**src/rtl/core/rhc_pkg.sv**
```systemverilog
`timescale 1ns / 1ps
// ----------------------------------------------------------------------------
// rhc_pkg
// Shared widths, hue constants and pipeline types of the RGB to HSV converter.
// ----------------------------------------------------------------------------
package rhc_pkg;

  localparam int CHAN_W     = 8;
  localparam int PIXEL_W    = 3 * CHAN_W;
  localparam int HUE_W      = 15;

  // Divider: 20-bit dividend, 8-bit divisor, one quotient bit per stage.
  localparam int DIV_NUM_W  = 20;
  localparam int DIV_DEN_W  = CHAN_W;
  localparam int DIV_QUOT_W = 12;
  localparam int DIV_STAGES = DIV_QUOT_W;

  // Hue in degrees times 64.
  localparam logic [HUE_W-1:0] HUE_RED_OFFSET   = 15'd0;
  localparam logic [HUE_W-1:0] HUE_GREEN_OFFSET = 15'd7680;
  localparam logic [HUE_W-1:0] HUE_BLUE_OFFSET  = 15'd15360;
  localparam logic [HUE_W:0]   HUE_FULL_CIRCLE  = 16'd23040;

  // Per-pixel data that rides alongside the dividers.
  typedef struct packed {
    logic [CHAN_W-1:0] max_val;   // brightness
    logic              grey;      // delta is zero, hue forced to zero
    logic              neg;       // hue difference is negative
    logic [HUE_W-1:0]  offset;    // sector offset
  } side_t;

endpackage

```
**src/rtl/core/rhc_divider.sv**
```systemverilog
`timescale 1ns / 1ps
// ----------------------------------------------------------------------------
// rhc_divider
// Pipelined restoring divider, one quotient bit per stage. The quotient must
// fit in DIV_QUOT_W bits; the final remainder is reported as nonzero or not.
// ----------------------------------------------------------------------------
module rhc_divider import rhc_pkg::*; (
  input  logic                  clk,
  input  logic                  en,
  input  logic [DIV_NUM_W-1:0]  in_num,
  input  logic [DIV_DEN_W-1:0]  in_den,
  output logic [DIV_QUOT_W-1:0] out_quot,
  output logic                  out_rem_nz
);

  logic [DIV_NUM_W-1:0]  num_r  [DIV_STAGES];
  logic [DIV_QUOT_W-1:0] quot_r [DIV_STAGES];
  logic [DIV_DEN_W-1:0]  den_r  [DIV_STAGES-1];

  for (genvar s = 0; s < DIV_STAGES; s++) begin : g_stage
    localparam int Bit = DIV_STAGES - 1 - s;

    logic [DIV_NUM_W-1:0]  num_in;
    logic [DIV_DEN_W-1:0]  den_in;
    logic [DIV_QUOT_W-1:0] quot_in;
    logic [DIV_NUM_W-1:0]  shifted;
    logic                  fits;
    logic [DIV_NUM_W-1:0]  num_nxt;
    logic [DIV_QUOT_W-1:0] quot_nxt;

    if (s == 0) begin : g_first
      assign num_in  = in_num;
      assign den_in  = in_den;
      assign quot_in = '0;
    end else begin : g_next
      assign num_in  = num_r[s-1];
      assign den_in  = den_r[s-1];
      assign quot_in = quot_r[s-1];
    end

    assign shifted  = DIV_NUM_W'(den_in) << Bit;
    assign fits     = (num_in >= shifted);
    assign num_nxt  = fits ? (num_in - shifted) : num_in;
    assign quot_nxt = fits ? (quot_in | (DIV_QUOT_W'(1) << Bit)) : quot_in;

    always_ff @(posedge clk) begin
      if (en) begin
        num_r[s]  <= num_nxt;
        quot_r[s] <= quot_nxt;
      end
    end

    if (s < DIV_STAGES - 1) begin : g_den
      always_ff @(posedge clk) begin
        if (en) begin
          den_r[s] <= den_in;
        end
      end
    end
  end

  assign out_quot   = quot_r[DIV_STAGES-1];
  assign out_rem_nz = |num_r[DIV_STAGES-1];

endmodule

```
**src/rtl/core/rgb_to_hsv_converter.sv**
```systemverilog
`timescale 1ns / 1ps
// ----------------------------------------------------------------------------
// rgb_to_hsv_converter
// Converts packed 24-bit RGB pixels to hue, saturation and value.
// ----------------------------------------------------------------------------
// Input channel: in_valid / in_stall / in_pixel_rgb (red 7:0, green 15:8,
// blue 23:16). Result channel: out_valid / out_stall / out_hue (degrees
// times 64, 0 to 23039), out_saturation (255 = full), out_brightness (max).
// A transfer happens on a rising edge with valid high and stall low.
//
// One pixel enters per clock, every clock, as long as the receiver keeps
// taking results. The stages are: min/max search, delta and dividend
// setup, twelve restoring divider stages (one quotient bit each, hue and
// saturation dividers side by side), then the hue offset/wrap and the
// output register. The twelve divider stages set the depth.
//
// Reset empties every stage; no result is shown until a pixel goes through.
// When the output register holds a result and out_stall is high, the whole
// pipeline holds and in_stall goes high in the same cycle, so nothing is
// dropped or repeated.
// ----------------------------------------------------------------------------
module rgb_to_hsv_converter import rhc_pkg::*; (
  input  logic               clk,
  input  logic               rst_n,
  input  logic               in_valid,
  output logic               in_stall,
  input  logic [PIXEL_W-1:0] in_pixel_rgb,
  output logic               out_valid,
  input  logic               out_stall,
  output logic [HUE_W-1:0]   out_hue,
  output logic [CHAN_W-1:0]  out_saturation,
  output logic [CHAN_W-1:0]  out_brightness
);

  logic advance;

  // Stage 1: unpack, max and min.
  logic              s1_valid_r;
  logic [CHAN_W-1:0] s1_red_r, s1_green_r, s1_blue_r, s1_max_r, s1_min_r;
  logic [CHAN_W-1:0] red_in, green_in, blue_in, max_nxt, min_nxt;

  // Stage 2: dividends and sector data.
  logic                 s2_valid_r;
  logic [DIV_NUM_W-1:0] s2_hue_num_r, s2_sat_num_r;
  logic [CHAN_W-1:0]    s2_delta_r;
  side_t                s2_side_r;
  logic [CHAN_W-1:0]    delta_nxt, diff_a, diff_b, abs_diff;
  logic [DIV_NUM_W-1:0] hue_num_nxt, sat_num_nxt;
  side_t                side_nxt;

  // Divider stages.
  logic                  div_valid_r [DIV_STAGES];
  side_t                 div_side_r  [DIV_STAGES];
  logic [DIV_QUOT_W-1:0] hue_quot, sat_quot;
  logic                  hue_rem_nz, sat_rem_nz;

  // Output register.
  logic              out_valid_r;
  logic [HUE_W-1:0]  out_hue_r, hue_nxt;
  logic [CHAN_W-1:0] out_sat_r, sat_nxt, out_bright_r;
  logic [HUE_W:0]    hue_sum;
  side_t             last_side;

  assign in_stall = out_valid_r & out_stall;
  assign advance  = ~in_stall;

  // ---- stage 1 ----
  assign red_in   = in_pixel_rgb[CHAN_W-1:0];
  assign green_in = in_pixel_rgb[2*CHAN_W-1:CHAN_W];
  assign blue_in  = in_pixel_rgb[3*CHAN_W-1:2*CHAN_W];

  always_comb begin
    max_nxt = red_in;
    if (green_in > max_nxt) max_nxt = green_in;
    if (blue_in > max_nxt) max_nxt = blue_in;
    min_nxt = red_in;
    if (green_in < min_nxt) min_nxt = green_in;
    if (blue_in < min_nxt) min_nxt = blue_in;
  end

  always_ff @(posedge clk) begin
    if (advance) begin
      s1_red_r   <= red_in;
      s1_green_r <= green_in;
      s1_blue_r  <= blue_in;
      s1_max_r   <= max_nxt;
      s1_min_r   <= min_nxt;
    end
  end

  // ---- stage 2 ----
  always_comb begin
    delta_nxt = s1_max_r - s1_min_r;
    // Ties go to red, then green.
    priority if (s1_max_r == s1_red_r) begin
      diff_a          = s1_green_r;
      diff_b          = s1_blue_r;
      side_nxt.offset = HUE_RED_OFFSET;
    end else if (s1_max_r == s1_green_r) begin
      diff_a          = s1_blue_r;
      diff_b          = s1_red_r;
      side_nxt.offset = HUE_GREEN_OFFSET;
    end else begin
      diff_a          = s1_red_r;
      diff_b          = s1_green_r;
      side_nxt.offset = HUE_BLUE_OFFSET;
    end
    side_nxt.neg     = (diff_a < diff_b);
    abs_diff         = side_nxt.neg ? (diff_b - diff_a) : (diff_a - diff_b);
    side_nxt.max_val = s1_max_r;
    side_nxt.grey    = (delta_nxt == '0);
    // 3840 * |diff| and 255 * delta, by shift and subtract.
    hue_num_nxt = (DIV_NUM_W'(abs_diff) << 12) - (DIV_NUM_W'(abs_diff) << 8);
    sat_num_nxt = (DIV_NUM_W'(delta_nxt) << 8) - DIV_NUM_W'(delta_nxt);
  end

  always_ff @(posedge clk) begin
    if (advance) begin
      s2_hue_num_r <= hue_num_nxt;
      s2_sat_num_r <= sat_num_nxt;
      s2_delta_r   <= delta_nxt;
      s2_side_r    <= side_nxt;
    end
  end

  // ---- dividers ----
  rhc_divider u_hue_div (
    .clk        (clk),
    .en         (advance),
    .in_num     (s2_hue_num_r),
    .in_den     (s2_delta_r),
    .out_quot   (hue_quot),
    .out_rem_nz (hue_rem_nz)
  );

  rhc_divider u_sat_div (
    .clk        (clk),
    .en         (advance),
    .in_num     (s2_sat_num_r),
    .in_den     (s2_side_r.max_val),
    .out_quot   (sat_quot),
    .out_rem_nz (sat_rem_nz)
  );

  always_ff @(posedge clk) begin
    if (advance) begin
      div_side_r[0] <= s2_side_r;
      for (int i = 1; i < DIV_STAGES; i++) begin
        div_side_r[i] <= div_side_r[i-1];
      end
    end
  end

  // ---- hue offset, wrap and output ----
  assign last_side = div_side_r[DIV_STAGES-1];

  always_comb begin
    if (last_side.neg) begin
      // Floor of a negative quotient: step down once more on a remainder.
      hue_sum = {1'b0, last_side.offset} - (HUE_W+1)'(hue_quot)
                - (HUE_W+1)'(hue_rem_nz);
      if (hue_sum[HUE_W]) hue_sum = hue_sum + HUE_FULL_CIRCLE;
    end else begin
      hue_sum = {1'b0, last_side.offset} + (HUE_W+1)'(hue_quot);
    end
    hue_nxt = last_side.grey ? '0 : hue_sum[HUE_W-1:0];
    // Remainder plays no part in the floored saturation.
    sat_nxt = (last_side.max_val == '0) ? '0 : sat_quot[CHAN_W-1:0] | {CHAN_W{1'b0 & sat_rem_nz}};
  end

  always_ff @(posedge clk) begin
    if (advance) begin
      out_hue_r    <= hue_nxt;
      out_sat_r    <= sat_nxt;
      out_bright_r <= last_side.max_val;
    end
  end

  // ---- valid bits ----
  always_ff @(posedge clk) begin
    if (!rst_n) begin
      s1_valid_r  <= 1'b0;
      s2_valid_r  <= 1'b0;
      out_valid_r <= 1'b0;
      for (int i = 0; i < DIV_STAGES; i++) begin
        div_valid_r[i] <= 1'b0;
      end
    end else if (advance) begin
      s1_valid_r     <= in_valid;
      s2_valid_r     <= s1_valid_r;
      div_valid_r[0] <= s2_valid_r;
      for (int i = 1; i < DIV_STAGES; i++) begin
        div_valid_r[i] <= div_valid_r[i-1];
      end
      out_valid_r <= div_valid_r[DIV_STAGES-1];
    end
  end

  assign out_valid      = out_valid_r;
  assign out_hue        = out_hue_r;
  assign out_saturation = out_sat_r;
  assign out_brightness = out_bright_r;

endmodule

```
**config.mk**
```make
export PLATFORM = sky130hd
export DESIGN_NAME = rgb_to_hsv_converter
export DESIGN_NICKNAME = d
export VERILOG_FILES = /design/src/rtl/core/rhc_pkg.sv /design/src/rtl/core/rhc_divider.sv /design/src/rtl/core/rgb_to_hsv_converter.sv
export SDC_FILE = /design/constraint.sdc
export NUM_CORES = 2
export LEC_CHECK = 0
export ABC_AREA = 1
export BUFFER_PORTS_ARGS = -buffer_cell sky130_fd_sc_hd__buf_2
export CAP_MARGIN = 20
export CORE_ASPECT_RATIO = 1.5
export CORE_MARGIN = 2
export CORE_UTILIZATION = 40
export CTS_CLUSTER_SIZE = 14
export DETAILED_ROUTE_END_ITERATION = 7
export GPL_TIMING_DRIVEN = 0
export REMOVE_ABC_BUFFERS = 1
export SLEW_MARGIN = 20
export SYNTH_ARGS = -nofsm -noshare
export SYNTH_HDL_FRONTEND = slang
export SYNTH_SLANG_ARGS = --single-unit
```
**constraint.sdc**
```tcl
create_clock -name clk -period 29.5 [get_ports clk]
set_input_delay 1.475 -clock clk [delete_from_list [all_inputs] [get_ports clk]]
set_output_delay 1.475 -clock clk [all_outputs]
set_load 0.1 [all_outputs]
```
==> PnR_summary.wiki <==
{| class="wikitable"
! Metric !! Value
|-
| Tmin final || 5280 ps
|-
| Final antenna diode count || 0
|-
| Setup fix buffers added after clock tree synthesis || 0
|-
| Endpoint type of the worst setup path || flip-flop
|-
| Area of the die || 0.117 mm²
|-
| Count of flip-flops with a built-in enable after synthesis || 870
|-
| Dominant cell type by area after synthesis || sky130_fd_sc_hd__edfxtp_1
|-
| Wire length of the first global-routing pass || 142 mm
|-
| Main combinational cell family by area after synthesis || simple AND/OR/NAND/NOR gates
|-
| Complex-gate fraction of the synthesized area || 8.05%
|-
| Reg2Reg Capture Point || s2_hue_num_r[16]
|-
| R2R Path Start || s1_max_r[7]
|-
| Required time worst endpoint || 29,900 ps
|-
| Kind of cell adding the most delay to the critical path || simple AND/OR/NAND/NOR gates
|-
| Parity-gate share of the synthesized area counting xor and xnor cells || 4.65%
|-
| Worst EP arrival || 5680 ps
|-
| Endpoints failing setup || 0
|-
| Hold Slack || 405 ps
|-
| Crit path launch || s1_max_r[7]
|-
| Maximum clock frequency || 189 MHz
|-
| Core area || 0.114 mm²
|-
| Warnings, synthesis || 0
|-
| Clock Pin Slew Worst Setup and Hold Paths || 60 ps
|-
| Starting density of the core || 40.2%
|-
| Number of buffers inserted during clock tree synthesis || 87
|-
| Overall power of the completed layout || 6.11 mW
|-
| Proportion of synthesized flip-flops having asynchronous set or reset || 0%
|-
| Total of flip-flops plus latches after synthesis || 882
|-
| Pin count of the biggest net entering global routing || 64
|-
| CP Buf/Inv Count || 6
|-
| Total count of hold-check failures in the final report || 0
|-
| IR Drop Worst-Case VDD || 0.0000658 V
|-
| Worst Reg2Reg Path Length in Cells || 23
|-
| Final #Nets || 4,822
|-
| Routed WL per cell || 14.3 µm
|-
| Global routing met3 resource utilization || 2.10%
|-
| Total I/O pin count || 61
|-
| Post-detailed-placement half-perimeter wirelength || 66.4 mm
|-
| Maximum level of the CTS H-tree || 3
|-
| Library cell used as clock root buffer || sky130_fd_sc_hd__clkbuf_16
|-
| CTS tree || done
|-
| Run status || finished clean
|-
| Worst clock skew || 26.2 ps
|-
| Area added between synthesis and finish || 11.4%
|-
| Total routing usage reported by global routing || 15.0%
|-
| Maximum fanout encountered on the critical timing path || 17
|-
| Post-cts sizing count || 0
|-
| Classification of the worst setup path || reg -> reg
|-
| Logic depth of the worst setup path including buffers || 23
|-
| Drc violations || 0
|-
| Number of antenna violations at the first check in global routing || 0
|-
| Detail-routed via count per cell || 4.90
|-
| Number of detailed-routing iterations run before antenna repair || 6
|-
| Number of buffers on the longest clock path || 3
|-
| Element type at the critical path start || flip-flop
|-
| Antenna Violating Nets Remaining || 0
|-
| CP cell instances || xor2_1 -> nor4_2 -> nand2_2 -> nand2_1 -> inv_1 -> nand2_1 -> inv_1 -> nor3_1 -> fa_1 -> inv_1 -> nand3_1 -> nand2_2 -> nand2_2 -> nand2_4 -> o21ai_0 -> xor2_1 -> inv_1 -> ha_1 -> inv_1 -> o21bai_1 -> inv_1 -> nand2_2 -> xor2_2
|-
| Number of buffers inserted by hold repair at cts || 0
|-
| Count of standard-cell rows || 152
|-
| Simple-gate area share of the yosys netlist || 15.1%
|-
| Vias in the first global route || 30,200
|-
| Pins Over Slew Limit || 0
|-
| Gpl congestion || 0.929
|-
| DIE HEIGHT || 418 µm
|-
| Share of cells above drive strength 1 || 6.84%
|-
| Power per Cell Area || 120 mW/mm²
|-
| Slew at the pin closest to its max-slew limit || 1020 ps
|-
| TritonCTS Sinks || 882
|-
| Fraction of synthesized area in multiplexers || 0%
|-
| Fillers || 10,500
|-
| Clock Latency Late Sink || 670 ps
|-
| Netlist area before placement || 0.0457 mm²
|-
| Timing endpoint of the critical path || s2_hue_num_r[16]
|-
| Area share of fa/ha/maj cells after synthesis || 8.46%
|-
| Total via count in the routed design || 29,600
|-
| Synthesized instance count || 4,381
|-
| Max-Slew Margin vs Limit || 31.4%
|-
| Slowest stage cell on the critical path || sky130_fd_sc_hd__edfxtp_1
|-
| Number of unique standard cell types used by synthesis || 69
|-
| Routing usage on met2 || 31.6%
|-
| Average instance area after synthesis || 10.4 µm²
|-
| Max Cap Violations || 0
|-
| Unrepaired setup endpoints after global routing || false
|-
| Die span in x || 280 µm
|-
| P_leak || 21.4 nW
|-
| Min-delay worst type || reg -> reg
|-
| Port bufs || 60
|-
| Most area-consuming cells after synthesis || sky130_fd_sc_hd__edfxtp_1, sky130_fd_sc_hd__ha_1, sky130_fd_sc_hd__nand2_1, sky130_fd_sc_hd__inv_1, sky130_fd_sc_hd__o21ai_0
|-
| Violation count after the first detailed-routing iteration || 1,249
|-
| Cell seen most often among critical-path stages || sky130_fd_sc_hd__inv_1
|-
| Minimum setup slack among reg-to-reg paths || 24,220 ps
|-
| Total gr overflow || 0
|-
| Part of the Yosys area used for sequential elements || 57.6%
|-
| Final WL || 86.3 mm
|-
| Portion of synthesized cell area occupied by the leading cell type || 57.1%
|-
| Crit path largest cell delay || 540 ps
|-
| Ys flop type || sky130_fd_sc_hd__edfxtp_1
|-
| Busiest layer in global routing || met2
|-
| Fin crit share || 17.9%
|-
| GR Layer Usage met1 || 12.7%
|}
-- cell type report --
type / instances / area [µm²] / area share [%]
inverters: 676 / 2540 / 4.99
clock inverters: 40 / 520 / 1.02
repair buffers: 77 / 731 / 1.43
well taps: 1463 / 1830 / 3.59
multi-input cells: 2777 / 16600 / 32.6
flip-flops and latches: 882 / 26400 / 51.7
clock buffers: 112 / 2360 / 4.62
-- cell families (layout without fill, tap and decap cells) --
family,count (synthesis),count (layout)
flops,882,882
fa+ha+maj,293,293
buf+inv,722,905
simple gates,1580,1580
xor+xnor,242,242
compound gates,661,661
other cells,1,1
-- per-layer routing --
metal	share of wire [%]	wire length, µm	vias up
li1	-	-	15200
met1	33	28200	13600
met2	59	50700	438
met3	2.7	2360	255
met4	5.8	5040	0
met5	0	0	-
-- flip-flops by register name (all words and copies together), names as in the netlist, 12 cells and up --
name              cells
u_hue_div.den_r      85
u_sat_div.quot_r     36
s2_side_r            13
u_hue_div.quot_r     78
u_sat_div.den_r      79
out_hue              15
u_hue_div.num_r     180
s2_hue_num_r         12
s2_sat_num_r         17
div_valid_r          12
div_side_r           77
u_sat_div.num_r     212
-- worst min path at each step --
stage | slack, ps | cells past startpoint | end | start
after CTS | 410 | 0 | div_side_r[1][66] | div_side_r[1][41]
after global routing | 410 | 0 | div_side_r[1][87] | div_side_r[1][62]
after global placement | 400 | 0 | u_hue_div.quot_r[2][16] | u_hue_div.quot_r[2][4]
final | 410 | 0 | div_side_r[1][66] | div_side_r[1][41]
after detailed placement | 400 | 0 | div_side_r[0][34] | div_side_r[0][9]
after floorplan | 400 | 0 | div_side_r[0][12] | s2_side_r[12]
-- synth_stat cells (all sizes together) (10+ instances only) --
library cell,count
a31oi,11
clkbuf,15
a211oi,14
nand4,52
nor3,85
fa,27
nand2,803
a21oi,228
o2111ai,13
xor2,138
or2,32
nor4,43
inv,676
buf,31
nor2,363
xnor2,104
dfxtp,12
nand3b,11
o21ai,310
o31ai,12
o22ai,11
ha,266
o21a,10
edfxtp,870
o211ai,12
nand3,174
-- metrics by stage --
step | setup TNS, ps | util, % | setup slack [ps] | cell area (µm²) | std cells
5_1_grt | 0 | 44.7 | 23710 | 50900 | 6027
3_3_place_gp | -56740 | 41.8 | -5240 | 47600 | 5858
4_1_cts | 0 | 44.7 | 24150 | 50900 | 6027
3_5_place_dp | 0 | 42.2 | 24000 | 48100 | 5875
2_1_floorplan | -20120 | - | -1360 | 45500 | 4335
6_report | 0 | 44.7 | 24220 | 50900 | 6027
-- cell usage in the layout, fill, tap and decap left out, drive strengths merged, types with 5 or more instances in the layout --
cell type / count
a31oi: 11
o21bai: 9
ha: 266
inv: 676
a21boi: 5
a21o: 7
and2: 6
a21oi: 228
nor4: 43
xnor2: 104
o21ai: 310
o22ai: 11
clkinv: 25
fa: 27
bufinv: 12
nor3: 85
o2111ai: 13
nor2: 363
xor2: 138
nand3b: 11
nand3: 174
o21a: 10
nand2: 803
clkbuf: 112
edfxtp: 870
o211ai: 12
buf: 77
a211oi: 14
o221ai: 5
dfxtp: 12
nand4: 52
or2: 32
o31ai: 12
-- power by group --
part	internal, mW	total (mW)	switching (mW)
sequential	2.12	2.43	0.311
combinational	0.981	2.56	1.58
clock	0.667	1.12	0.453
total	3.77	6.11	2.35
Power figures use the tool's default switching activity.
